===== src/rtl/imuco_pkg.sv =====
package imuco_pkg;

   localparam int CORDIC_ITERATIONS = 16;
   localparam int AtanTableLen = 24;
   localparam int CordicSteps =
      (CORDIC_ITERATIONS > AtanTableLen) ? AtanTableLen : CORDIC_ITERATIONS;
   localparam int IterW = $clog2(CordicSteps);

   localparam int SampleW = 16;
   localparam int VecW = 36;
   localparam int AngW = 27;
   localparam int WeightW = 17;
   localparam int GainW = 32;
   localparam int AngleW = 32;
   localparam int DeltaW = 33;

   localparam logic signed [AngW-1:0] Deg180 = 27'sd11796480;
   localparam logic [29:0] InvGain = 30'd652032874;
   localparam logic signed [AngleW-1:0] AngleLim = 32'sd2147418112;
   localparam logic [WeightW-1:0] WeightOne = 17'd65536;

   typedef enum logic [0:0] {
      CSR_BLEND_WEIGHT   = 1'b0,
      CSR_GYRO_STEP_GAIN = 1'b1
   } csr_index_type;

   typedef struct packed {
      logic signed [SampleW-1:0] accel_x;
      logic signed [SampleW-1:0] accel_y;
      logic signed [SampleW-1:0] accel_z;
      logic signed [SampleW-1:0] gyro_x;
      logic signed [SampleW-1:0] gyro_y;
      logic signed [SampleW-1:0] gyro_z;
   } sample_type;

   typedef struct packed {
      logic             valid;
      sample_type       sample;
   } queue_out_type;

   typedef struct packed {
      logic [WeightW-1:0] blend_weight;
      logic [GainW-1:0]   gyro_step_gain;
   } cfg_type;

   typedef struct packed {
      logic                   start;
      logic signed [VecW-1:0] x0;
      logic signed [VecW-1:0] y0;
   } cordic_req_type;

   typedef struct packed {
      logic                   done;
      logic signed [VecW-1:0] x;
      logic signed [AngW-1:0] z;
   } cordic_rsp_type;

   typedef enum logic [3:0] {
      S_IDLE,
      S_ROLL,
      S_MAG_LO,
      S_MAG_HI,
      S_PITCH,
      S_GYRO,
      S_BLEND_MUL,
      S_BLEND_ADD,
      S_YAW,
      S_OUT
   } back_state_type;

   function automatic logic signed [AngW-1:0] atan_entry(input logic [4:0] idx);
      logic signed [AngW-1:0] v;
      case (idx)
         5'd0:  v = 27'sd2949120;
         5'd1:  v = 27'sd1740967;
         5'd2:  v = 27'sd919879;
         5'd3:  v = 27'sd466945;
         5'd4:  v = 27'sd234379;
         5'd5:  v = 27'sd117304;
         5'd6:  v = 27'sd58666;
         5'd7:  v = 27'sd29335;
         5'd8:  v = 27'sd14668;
         5'd9:  v = 27'sd7334;
         5'd10: v = 27'sd3667;
         5'd11: v = 27'sd1833;
         5'd12: v = 27'sd917;
         5'd13: v = 27'sd458;
         5'd14: v = 27'sd229;
         5'd15: v = 27'sd115;
         5'd16: v = 27'sd57;
         5'd17: v = 27'sd29;
         5'd18: v = 27'sd14;
         5'd19: v = 27'sd7;
         5'd20: v = 27'sd4;
         5'd21: v = 27'sd2;
         5'd22: v = 27'sd1;
         default: v = 27'sd0;
      endcase
      return v;
   endfunction

endpackage


===== src/rtl/imuco_cordic.sv =====
module imuco_cordic (
   input  logic                       clock,
   input  logic                       reset,
   input  imuco_pkg::cordic_req_type  req,
   output imuco_pkg::cordic_rsp_type  rsp
);
   import imuco_pkg::*;

   logic signed [VecW-1:0] x_ff, x_in;
   logic signed [VecW-1:0] y_ff, y_in;
   logic signed [AngW-1:0] z_ff, z_in;
   logic [IterW-1:0]       iter_ff, iter_in;
   logic                   busy_ff, busy_in;
   logic                   done_ff, done_in;
   logic signed [VecW-1:0] dx, dy;
   logic signed [AngW-1:0] ang;

   assign rsp.done = done_ff;
   assign rsp.x = x_ff;
   assign rsp.z = z_ff;

   always_comb begin
      dx = y_ff >>> iter_ff;
      dy = x_ff >>> iter_ff;
      ang = atan_entry(5'(iter_ff));
      x_in = x_ff;
      y_in = y_ff;
      z_in = z_ff;
      iter_in = iter_ff;
      busy_in = busy_ff;
      done_in = 1'b0;
      if (req.start) begin
         busy_in = 1'b1;
         iter_in = '0;
         if (req.x0 < 0) begin
            x_in = -req.x0;
            y_in = -req.y0;
            z_in = (req.y0 >= 0) ? Deg180 : -Deg180;
         end else begin
            x_in = req.x0;
            y_in = req.y0;
            z_in = '0;
         end
      end else if (busy_ff) begin
         if (y_ff > 0) begin
            x_in = x_ff + dx;
            y_in = y_ff - dy;
            z_in = z_ff + ang;
         end else if (y_ff < 0) begin
            x_in = x_ff - dx;
            y_in = y_ff + dy;
            z_in = z_ff - ang;
         end
         if (iter_ff == IterW'(CordicSteps - 1)) begin
            busy_in = 1'b0;
            done_in = 1'b1;
         end else begin
            iter_in = iter_ff + 1'b1;
         end
      end
   end

   always_ff @(posedge clock) begin
      if (reset) begin
         busy_ff <= 1'b0;
         done_ff <= 1'b0;
         iter_ff <= '0;
      end else begin
         busy_ff <= busy_in;
         done_ff <= done_in;
         iter_ff <= iter_in;
      end
   end

   always_ff @(posedge clock) begin
      x_ff <= x_in;
      y_ff <= y_in;
      z_ff <= z_in;
   end

`ifndef ASSERT_OFF
   a_done_after_busy: assert property (@(posedge clock) disable iff (reset)
      done_ff |-> $past(busy_ff))
      else $error("CORDIC done without a running pass.");
   a_no_start_busy: assert property (@(posedge clock) disable iff (reset)
      req.start |-> !busy_ff)
      else $error("CORDIC started while running.");
`endif

endmodule


===== config.mk =====
export PLATFORM = sky130hd
export DESIGN_NAME = imuco_cordic
export DESIGN_NICKNAME = d
export VERILOG_FILES = /design/src/rtl/imuco_pkg.sv /design/src/rtl/imuco_cordic.sv
export SDC_FILE = /design/constraint.sdc
export NUM_CORES = 1
export LEC_CHECK = 0
export ABC_CLOCK_PERIOD_IN_PS = 10500
export BUFFER_PORTS_ARGS = -buffer_cell sky130_fd_sc_hd__clkbuf_2
export CAP_MARGIN = 30
export CORE_MARGIN = 1.5
export CORE_UTILIZATION = 62
export CTS_CLUSTER_DIAMETER = 60
export DETAILED_ROUTE_END_ITERATION = 7
export PLACE_DENSITY = 0.82
export SLEW_MARGIN = 20
export SYNTH_ARGS = -nofsm -noshare
export SYNTH_HDL_FRONTEND = slang
export SYNTH_SLANG_ARGS = --single-unit

===== constraint.sdc =====
create_clock -name clock -period 10.5 [get_ports clock]
set_input_delay 0.525 -clock clock [delete_from_list [all_inputs] [get_ports clock]]
set_output_delay 0.525 -clock clock [all_outputs]
set_load 0.02 [all_outputs]

==> flow_summary.json <==
{
  "outcome": "finished, final reports clean",
  "cts.sinks": 127,
  "max_clock_freq_ghz": 0.146,
  "async_reset_ff_share_pct": 0,
  "holdCritStartpoint": "reset",
  "reg2reg_depth": 21,
  "rsz0062_at_grt": "no",
  "post_cts_buffers": 0,
  "final_common_cell": "nand2_1",
  "die_area_um2": 29100,
  "portBuffers": 138,
  "grt_pass1_wl_um": 82400,
  "core_area_um2": 27700,
  "die_y_um": 171,
  "antenna_found_initial": 0,
  "path_max_fanout": 68,
  "cts_buffer_depth": 2,
  "overflow": 0,
  "max_cap_viol_count": 0,
  "drc": 0,
  "area_growth_pct": 8.66,
  "holdBufCountCts": 0,
  "rows": 61,
  "dpl.hpwl_um": 38400,
  "grt_start_max_net_pins": 87,
  "postRouteAntennaNets": 0,
  "cts_tree": "yes",
  "drive_gt1_share_pct": 16.3,
  "cts_root_buffer": "clkbuf_16",
  "path_class": "reg2reg",
  "final_core_util_pct": 68.4,
  "initial_utilization_pct": 62.9,
  "synth_top_area_share_pct": 17.1,
  "critPathRequiredTime_ns": 10.66,
  "grt_pass1_vias": 15800,
  "synth_cell_types": 82,
  "layout_common_cells": "193 x nand2_1, 182 x nor2_1, 169 x o21ai_0, 137 x clkbuf_2, 136 x a21oi_1",
  "synth_cells": 2074,
  "drt_iter0_drc": 1665,
  "worstReg2RegStart": "iter_ff[2]",
  "synth-seq-cells": 127,
  "viasPerCell": 6.75,
  "syn_avg_cell_area_um2": 8.40,
  "synth_edf_count": 99,
  "tns_ns": 0,
  "holdPathStages": 2,
  "start_kind": "flop",
  "cts_resized": 0,
  "path_clk_slew_ns": 0.07,
  "wl_um": 52400,
  "seq_area_frac_synth_pct": 20.3,
  "syn-num-nets": 2260,
  "relSlewSlack_pct": 39.3,
  "antenna_cells": 0,
  "synth_largest_area_cell": "edfxtp_1",
  "die_x_um": 171,
  "hold-path-endpoint": "busy_ff",
  "regToRegSetupSlack_ns": 3.63,
  "grt.total_usage_pct": 35.6,
  "setup_viol": 0,
  "post-place-ws_ns": 3.67,
  "finalHoldViolCount": 0,
  "clock_skew_ns": 0.0150,
  "netlist_top_cells_area": "edfxtp_1 17%, mux4_2 8.8%, ha_1 7.8%",
  "fin_crit_ns": 6.87,
  "fin_cells": 2537,
  "worstMarginPinSlew_ns": 0.910,
  "gp_congestion": 0.949,
  "cts_buffers": 17,
  "firstDrtPassIters": 6,
  "ys_warn_count": 0,
  "route.vias.total": 17100,
  "dp_cells": 2503,
  "slew_viol_final": 0,
  "ioPinCount": 139,
  "netlist_area_um2": 17400,
  "worstSkewPairLatency_ns": 0.45,
  "h-tree-depth": 4,
  "hold_path.class": "in2reg",
  "wire_per_inst_um": 20.6,
  "arrival_ns": 7.03,
  "synthFlopType": "edfxtp_1",
  "endpoint_kind": "flop",
  "fin_nets": 2332,
  "period_share_pct": 65.4,
  "r2r-end": "y_ff[35]",
  "worst_slack_ns": 3.63
}
how the worst max path moves through the flow:
stage / end / cells past startpoint / from / slack, ns
finish: y_ff[35] / 21 / iter_ff[2] / 3.63
floorplan: x_ff[35] / 25 / iter_ff[3] / 4.87
CTS: y_ff[35] / 20 / iter_ff[1] / 3.66
detailed placement: y_ff[35] / 20 / iter_ff[1] / 3.67
global route: y_ff[34] / 20 / iter_ff[2] / 3.13
global placement: y_ff[35] / 20 / iter_ff[1] / 3.89
flip-flops by register name, summed over array words and instances, names as in the netlist:
name	flops
y_ff	36
x_ff	36
busy_ff	1
done_ff	1
ang	22
iter_ff	4
z_ff	27
cell usage after synthesis, drive strengths merged, types with 5 or more instances:
master / count
a211o: 5
a211oi: 28
a21boi: 5
a21o: 30
a21oi: 136
a31oi: 29
and2: 18
and3: 16
and4: 5
buf: 46
clkbuf: 55
dfxtp: 28
edfxtp: 99
ha: 108
inv: 59
mux2: 65
mux2i: 82
mux4: 68
nand2: 195
nand2b: 27
nand3: 31
nand3b: 7
nand4: 18
nor2: 182
nor2b: 18
nor3: 49
nor3b: 6
nor4: 26
o211ai: 18
o21a: 23
o21ai: 177
o21bai: 11
o22ai: 14
o31a: 8
o31ai: 40
o41ai: 17
or2: 12
or3: 26
or4: 11
xnor2: 126
xor2: 84
worst max-delay path, cell delays in order, from the launching register on:
cell and delay (ns):
dfxtp_2 0.32, buf_4 0.62, clkinv_1 0.59, buf_4 0.46, mux2_2 0.35, a221o_1 0.42, or4b_4 0.61, nor3_4 0.28
nand2_2 0.12, or3_1 0.43, a211oi_1 0.23, a21oi_1 0.08, ha_1 0.43, and4_1 0.26, nor3b_1 0.37, a22oi_1 0.18
o211ai_1 0.13, o221a_2 0.24, a211o_1 0.15, a21oi_1 0.07, nand4_1 0.12, o221ai_1 0.11
layer usage:
metal / GRT usage, % / share of wire [%] / vias up
met5: 0 / 0 / -
met4: 16.6 / 4.6 / 0
met3: 4.93 / 7.6 / 179
met2: 60.7 / 49 / 844
met1: 44.5 / 39 / 8118
li1: - / - / 7994
final cells by class:
class                           count  area [µm²]
Tap cell                          378         473
Inverter                           61         229
Multi-Input combinational cell   1785       13300
Fill cell                        2284        8760
Clock inverter                     14         183
Sequential cell                   127        3540
Timing Repair Buffer              154         833
Clock buffer                       18         429
cells by family after synthesis:
group / after synthesis / share of synthesized area (%)
simple gates: 659 / 18.3
compound gates: 590 / 21.3
mux: 215 / 17.7
flops: 127 / 20.3
xor+xnor: 210 / 10.6
buf+inv: 162 / 3.76
fa+ha+maj: 111 / 8.10
per-stage QoR:
step	area (µm²)	hold WS [ns]
after detailed placement	18300	0.542
after global routing	18900	0.351
after floorplan	17400	0.504
after CTS	18900	0.313
final	18900	0.319
after global placement	18300	0.541
Power is not shown: default switching activity piles up to over one toggle a cycle in this logic, so the estimate is an artifact.
