**src/rtl/imuco_pkg.sv**
```systemverilog
package imuco_pkg;

   localparam int CORDIC_ITERATIONS = 16;
   localparam int AtanTableLen = 24;
   localparam int CordicSteps =
      (CORDIC_ITERATIONS > AtanTableLen) ? AtanTableLen : CORDIC_ITERATIONS;
   localparam int IterW = $clog2(CordicSteps);

   localparam int SampleW = 16;
   localparam int VecW = 36;
   localparam int AngW = 27;
   localparam int WeightW = 17;
   localparam int GainW = 32;
   localparam int AngleW = 32;
   localparam int DeltaW = 33;

   localparam logic signed [AngW-1:0] Deg180 = 27'sd11796480;
   localparam logic [29:0] InvGain = 30'd652032874;
   localparam logic signed [AngleW-1:0] AngleLim = 32'sd2147418112;
   localparam logic [WeightW-1:0] WeightOne = 17'd65536;

   typedef enum logic [0:0] {
      CSR_BLEND_WEIGHT   = 1'b0,
      CSR_GYRO_STEP_GAIN = 1'b1
   } csr_index_type;

   typedef struct packed {
      logic signed [SampleW-1:0] accel_x;
      logic signed [SampleW-1:0] accel_y;
      logic signed [SampleW-1:0] accel_z;
      logic signed [SampleW-1:0] gyro_x;
      logic signed [SampleW-1:0] gyro_y;
      logic signed [SampleW-1:0] gyro_z;
   } sample_type;

   typedef struct packed {
      logic             valid;
      sample_type       sample;
   } queue_out_type;

   typedef struct packed {
      logic [WeightW-1:0] blend_weight;
      logic [GainW-1:0]   gyro_step_gain;
   } cfg_type;

   typedef struct packed {
      logic                   start;
      logic signed [VecW-1:0] x0;
      logic signed [VecW-1:0] y0;
   } cordic_req_type;

   typedef struct packed {
      logic                   done;
      logic signed [VecW-1:0] x;
      logic signed [AngW-1:0] z;
   } cordic_rsp_type;

   typedef enum logic [3:0] {
      S_IDLE,
      S_ROLL,
      S_MAG_LO,
      S_MAG_HI,
      S_PITCH,
      S_GYRO,
      S_BLEND_MUL,
      S_BLEND_ADD,
      S_YAW,
      S_OUT
   } back_state_type;

   function automatic logic signed [AngW-1:0] atan_entry(input logic [4:0] idx);
      logic signed [AngW-1:0] v;
      case (idx)
         5'd0:  v = 27'sd2949120;
         5'd1:  v = 27'sd1740967;
         5'd2:  v = 27'sd919879;
         5'd3:  v = 27'sd466945;
         5'd4:  v = 27'sd234379;
         5'd5:  v = 27'sd117304;
         5'd6:  v = 27'sd58666;
         5'd7:  v = 27'sd29335;
         5'd8:  v = 27'sd14668;
         5'd9:  v = 27'sd7334;
         5'd10: v = 27'sd3667;
         5'd11: v = 27'sd1833;
         5'd12: v = 27'sd917;
         5'd13: v = 27'sd458;
         5'd14: v = 27'sd229;
         5'd15: v = 27'sd115;
         5'd16: v = 27'sd57;
         5'd17: v = 27'sd29;
         5'd18: v = 27'sd14;
         5'd19: v = 27'sd7;
         5'd20: v = 27'sd4;
         5'd21: v = 27'sd2;
         5'd22: v = 27'sd1;
         default: v = 27'sd0;
      endcase
      return v;
   endfunction

endpackage

```
**src/rtl/imuco_front.sv**
```systemverilog
module imuco_front (
   input  logic                   clock,
   input  logic                   reset,
   input  logic                   req_valid,
   output logic                   req_stall,
   input  imuco_pkg::sample_type  req_sample,
   input  logic                   q_pop,
   output imuco_pkg::queue_out_type q_out
);
   import imuco_pkg::*;

   sample_type slot_ff [2];
   logic       wr_ptr_ff, wr_ptr_in;
   logic       rd_ptr_ff, rd_ptr_in;
   logic [1:0] count_ff, count_in;
   logic       push;

   assign req_stall = (count_ff == 2'd2);
   assign push = req_valid && !req_stall;
   assign q_out.valid = (count_ff != 2'd0);
   assign q_out.sample = slot_ff[rd_ptr_ff];

   always_comb begin
      wr_ptr_in = wr_ptr_ff ^ push;
      rd_ptr_in = rd_ptr_ff ^ q_pop;
      count_in = count_ff + {1'b0, push} - {1'b0, q_pop};
   end

   always_ff @(posedge clock) begin
      if (reset) begin
         wr_ptr_ff <= 1'b0;
         rd_ptr_ff <= 1'b0;
         count_ff <= 2'd0;
      end else begin
         wr_ptr_ff <= wr_ptr_in;
         rd_ptr_ff <= rd_ptr_in;
         count_ff <= count_in;
      end
   end

   always_ff @(posedge clock) begin
      if (push) begin
         slot_ff[wr_ptr_ff] <= req_sample;
      end
   end

`ifndef ASSERT_OFF
   a_count_bound: assert property (@(posedge clock) disable iff (reset)
      count_ff != 2'd3)
      else $error("Queue count out of range.");
   a_pop_nonempty: assert property (@(posedge clock) disable iff (reset)
      q_pop |-> count_ff != 2'd0)
      else $error("Queue popped while empty.");
`endif

endmodule

```
**config.mk**
```make
export PLATFORM = sky130hd
export DESIGN_NAME = imuco_front
export DESIGN_NICKNAME = d
export VERILOG_FILES = /design/src/rtl/imuco_pkg.sv /design/src/rtl/imuco_front.sv
export SDC_FILE = /design/constraint.sdc
export NUM_CORES = 1
export LEC_CHECK = 0
export BUFFER_PORTS_ARGS = -buffer_cell sky130_fd_sc_hd__clkbuf_2
export CELL_PAD_IN_SITES_DETAIL_PLACEMENT = 1
export CELL_PAD_IN_SITES_GLOBAL_PLACEMENT = 1
export CORE_UTILIZATION = 47
export DETAILED_ROUTE_END_ITERATION = 6
export PLACE_DENSITY_LB_ADDON = 0.05
export SYNTH_ARGS = -nofsm -noshare
export SYNTH_HDL_FRONTEND = slang
export SYNTH_SLANG_ARGS = --single-unit
```
**constraint.sdc**
```tcl
create_clock -name clock -period 10.52 [get_ports clock]
set_clock_uncertainty 0.15 [all_clocks]
set_input_delay 2.104 -clock clock [delete_from_list [all_inputs] [get_ports clock]]
set_output_delay 2.104 -clock clock [all_outputs]
set_load 0.05 [all_outputs]
```
==> results.toml, run 1 <==
[yosys]
syn_inst = 320
ys_seq_elements = 196
avgSynthCellArea_sq_um = 22.7
yosys.area.top_type_share = 0.794
netlist-cell-type-count = 16
synth_area_sq_um = 7260
seq_area_frac_synth = 0.805
synth_area_leaders = "edfxtp_1, mux2_2, mux2_4, dfxtp_1, buf_6"
yosysWarnings = 0
synth_top_cell_by_area = "edfxtp_1"
syn-num-nets = 424

[critical_path]
worstPathMaxFanout = 63
crit_type = "register to output pin"
cp-start-kind = "register"
arrival_ns = 2.70
required_ns = 8.27
end_kind = "output pin"

[floorplanning]
design.die.area_sq_um = 15900
fp.dieH_um = 126
core-area_sq_um = 15100
num_rows = 45
die-width_um = 126
ios = 198
start_util = 0.479

[timing]
fin_crit_sh = 0.471
min_period_ns = 4.96
rsz0062_at_grt = "no"
fin_hold_ws_ns = 0.478
drv_slew = 0
setup_viol = 0
finalHoldViolCount = 0
fmax_mhz = 202
slew_headroom = 0.336
worst_pin_slew_ns = 0.996
fin_setup_tns_ns = 0
setup_ws_ns = 5.56

[cts]
tritoncts = "yes"
cts.hold.buffers_added = 0
cts_max_level = 4
cts_resized = 0
clk_path_buf_depth = 2
path_clk_slew_ns = 0.06
clock-sinks = 196
cts_inserted_buffers = 17
clock_latency_ns = 0.42
post_cts_buffers = 0
cts_root_buf = "clkbuf_16"

[layout]
nets = 632
syn_to_final_growth_pct = 25.2
nFillCells = 1379
regArea_sq_um = 5850
fin_util = 0.600
drive_gt1_frac = 0.608
multi_input_area_sq_um = 1340
fin_area_sq_um = 9080
fin_cells = 729
final_common_cell = "clkbuf_2"
diodes = 0
layout_common_cells = "clkbuf_2, edfxtp_1, mux2_2"

[detailed_routing]
wirelength_um = 13600
vias = 3626
ant_nets = 0
route.detailed.drc = 0
drt_iter0_drc = 219
viasPerCell = 4.97
post_drt_wl_per_cell_um = 18.7
dr.pass1.iters = 5

[run_status]
outcome = "complete, no violations"

[placed_design]
place.port_buffers = 197
placed_cells = 697
dpl.hpwl_um = 8910
gp_congestion = 0.691
placed_area_sq_um = 8440
pre_cts_ws_ns = 5.94

[run]
maxCapViolCount = 0

[global_routing]
antenna_found_initial = 1
grt_use_total = 0.179
grt_pass1_vias = 3869
grt_overflow = 0
grt_max_degree = 70
grt_pass1_wl_um = 20700

[power]
leakagePower_nw = 3.52
vdd_ir_drop_max_v = 0.000125
p_per_area_nw_per_um2 = 255
finalPower_mw = 2.31

[hold_path]
hp-class = "register to register"
## cell type report
cell class | instances | share of cell area
tap | 188 | 0.0259
timing repair buffer | 200 | 0.111
clock inverter | 14 | 0.0231
sequential | 196 | 0.644
clock buffer | 18 | 0.0472
multi-input combinational | 110 | 0.148
inverter | 3 | 0.00124
## critical path, stage by stage, from the launching register on
cell and delay (ns):
dfxtp_4 0.69, buf_4 0.86, mux2_2 0.43, clkbuf_2 0.24
## registers in the layout (all words and copies together), names as in the netlist
register,count
slot_ff,192
count_ff,2
rd_ptr_ff,1
wr_ptr_ff,1
## path summary, 6_finish.rpt
kind                          startpoint                  endpoint  slack, ns  cells past startpoint
setup / recovery    rd_ptr_ff$_SDFF_PP0_                 q_out[22]       5.56                      3
hold / removal      wr_ptr_ff$_SDFF_PP0_      wr_ptr_ff$_SDFF_PP0_       0.48                      3
setup reg to reg  count_ff[0]$_SDFF_PP0_  slot_ff[1][89]$_DFFE_PP_       7.93                      4
hold reg to reg     wr_ptr_ff$_SDFF_PP0_      wr_ptr_ff$_SDFF_PP0_       0.48                      3
## per-layer routing
| layer | vias to the layer above | track usage | wire (um) |
|---|---|---|---|
| met3 | 16 | 0.0612 | 905 |
| met5 | - | 0 | 0 |
| met4 | 0 | 0.0744 | 214 |
| li1 | 1685 | - | - |
| met1 | 1806 | 0.205 | 5450 |
| met2 | 119 | 0.306 | 7070 |
## cells by family after synthesis
family                   after synthesis  synth area share
flip-flops                           196             0.805
multiplexers                          96             0.164
buffers and inverters                 14            0.0134
AND/OR/NAND/NOR                        8           0.00552
adder cells (fa/ha/maj)                4           0.00690
XOR/XNOR                               2           0.00431
## where the power goes
part / leakage (nW) / internal [mW] / switching, mW
combinational: 1.39 / 0.157 / 0.424
sequential: 1.82 / 1.00 / 0.0345
clock: 0.309 / 0.421 / 0.274
## synthesized netlist by cell type (all sizes together)
master,n
or2,1
inv,3
nor2,3
xnor2,1
edfxtp,192
xnor3,1
buf,11
nand2,1
ha,4
nor2b,1
nand2b,1
dfxtp,4
and2,1
mux2,96
No activity file was read; power rests on OpenSTA's default activity.
==> inputs of run 2 (changes only) <==
--- a/config.mk
+++ b/config.mk
@@ -8,7 +8,7 @@
 export BUFFER_PORTS_ARGS = -buffer_cell sky130_fd_sc_hd__clkbuf_2
 export CELL_PAD_IN_SITES_DETAIL_PLACEMENT = 1
 export CELL_PAD_IN_SITES_GLOBAL_PLACEMENT = 1
-export CORE_UTILIZATION = 47
+export CORE_UTILIZATION = 44
 export DETAILED_ROUTE_END_ITERATION = 6
 export PLACE_DENSITY_LB_ADDON = 0.05
 export SYNTH_ARGS = -nofsm -noshare
==> constraint.sdc (replaced) <==
create_clock -name clock -period 4.9 [get_ports clock]
set_clock_uncertainty 0.15 [all_clocks]
set_input_delay 0.98 -clock clock [delete_from_list [all_inputs] [get_ports clock]]
set_output_delay 0.98 -clock clock [all_outputs]
set_load 0.05 [all_outputs]
==> run 2 against run 1 <==
Register-to-register slack worse by 5.5 ns. Sequential share of layout area down 0.053 points. Worst setup slack lost 4.1 ns. Combinational power grew 120%. First-iteration DRC count is 22% lower. Worst hold slack improved by 0.016 ns. Power grew 110%. Cell area is essentially flat. Critical path depth unchanged. Highest routed layer is now met5. Routed wire length is 2.6% higher.
==> results.toml, run 2 (synthesis gave the netlist of run 1 again) <==
[run_status]
outcome = "complete, no violations"

[power]
vdd_ir_drop_max_v = 0.000309
p_per_area_nw_per_um2 = 534
finalPower_mw = 4.86
leakagePower_nw = 3.50

[detailed_routing]
vias = 3613
ant_nets = 0
viasPerCell = 4.77
route.detailed.drc = 0
wirelength_um = 14000
dr.pass1.iters = 4
drt_iter0_drc = 171
post_drt_wl_per_cell_um = 18.5

[timing]
fmax_mhz = 294
rsz0062_at_grt = "no"
fin_setup_tns_ns = 0
fin_crit_sh = 0.695
slew_headroom = 0.338
worst_pin_slew_ns = 0.993
setup_ws_ns = 1.50
fin_hold_ws_ns = 0.494
min_period_ns = 3.40
drv_slew = 0
setup_viol = 0
finalHoldViolCount = 0

[critical_path]
crit_start = "rd_ptr_ff$_SDFF_PP0_"
reg2reg_from = "count_ff[0]$_SDFF_PP0_"
crit_type = "register to output pin"
required_ns = 3.77
worstPathMaxFanout = 59
cp-endpoint = "q_out[36]"
reg2regPathDepth = 4
rr_endpoint = "slot_ff[0][74]$_DFFE_PP_"
arrival_ns = 2.27
end_kind = "output pin"
cp-start-kind = "register"
r2r_slack_ns = 2.39

[global_routing]
grt_pass1_vias = 3876
grt_overflow = 0
grt_max_degree = 69
grt_use_total = 0.173
antenna_found_initial = 1
grt_pass1_wl_um = 20800

[layout]
layout_common_cells = "clkbuf_2, edfxtp_1, mux2_2"
nFillCells = 1484
drive_gt1_frac = 0.607
largest_register_ffs = 192
regArea_sq_um = 5850
regMostFlops = "slot_ff"
multi_input_area_sq_um = 1340
nets = 634
diodes = 0
syn_to_final_growth_pct = 25.3
final_common_cell = "clkbuf_2"
largestRegisters = "slot_ff x192, count_ff x2"

[cts]
clock-sinks = 196
tritoncts = "yes"
post_cts_buffers = 0
clk_path_buf_depth = 2
cts_resized = 0
cts_inserted_buffers = 17
cts_max_level = 4
clock_latency_ns = 0.42
cts_root_buf = "clkbuf_16"
cts.hold.buffers_added = 0
path_clk_slew_ns = 0.06

[floorplanning]
die-width_um = 130
design.die.area_sq_um = 17000
start_util = 0.454
core-area_sq_um = 16000
ios = 198
num_rows = 46
fp.dieH_um = 130

[placed_design]
pre_cts_ws_ns = 1.81
gp_congestion = 0.743
place.port_buffers = 197
dpl.hpwl_um = 9540

[run]
maxCapViolCount = 0

[hold_path]
hp-class = "register to register"
[run 2: how the worst min path moves through the flow]
stage / from / end / slack, ns / cells after the start
5_1_grt: wr_ptr_ff$_SDFF_PP0_ / wr_ptr_ff$_SDFF_PP0_ / 0.54 / 3
6_report: count_ff[0]$_SDFF_PP0_ / count_ff[0]$_SDFF_PP0_ / 0.49 / 2
3_5_place_dp: count_ff[0]$_SDFF_PP0_ / count_ff[0]$_SDFF_PP0_ / 0.48 / 2
3_3_place_gp: count_ff[0]$_SDFF_PP0_ / count_ff[0]$_SDFF_PP0_ / 0.43 / 2
4_1_cts: count_ff[0]$_SDFF_PP0_ / count_ff[0]$_SDFF_PP0_ / 0.50 / 2
2_1_floorplan: wr_ptr_ff$_SDFF_PP0_ / wr_ptr_ff$_SDFF_PP0_ / 0.38 / 3
[run 2: critical path: stages (launching register included)]
cell	delay (ns)
dfxtp_4	0.74
buf_12	0.40
mux2_2	0.40
clkbuf_2	0.24
[run 2: layout make-up]
type | count | area share
clock inverters | 14 | 0.0175
well taps | 216 | 0.0297
flip-flops and latches | 196 | 0.643
inverters | 3 | 0.00124
repair buffers | 202 | 0.114
clock buffers | 17 | 0.0468
multi-input cells | 110 | 0.147
[run 2: per-layer routing]
layer	GRT usage	part of all wire	vias up
met1	0.198	0.39	1789
li1	-	-	1684
met2	0.300	0.54	119
met5	0	0.00079	-
met3	0.0558	0.057	19
met4	0.0710	0.012	2
[run 2: power breakdown]
group | internal, mW | total (mW) | leakage, nW | switching [mW]
sequential | 2.15 | 2.22 | 1.82 | 0.0737
combinational | 0.345 | 1.26 | 1.40 | 0.918
clock | 0.795 | 1.37 | 0.276 | 0.576
total | 3.29 | 4.86 | 3.50 | 1.57
[run 2: per-stage QoR]
stage,std cells,cell area [sq um],utilization
CTS,758,9090,0.568
global placement,727,8510,0.532
floorplan,320,7260,-
detailed placement,727,8510,0.532
finish,758,9090,0.568
global route,758,9090,0.568
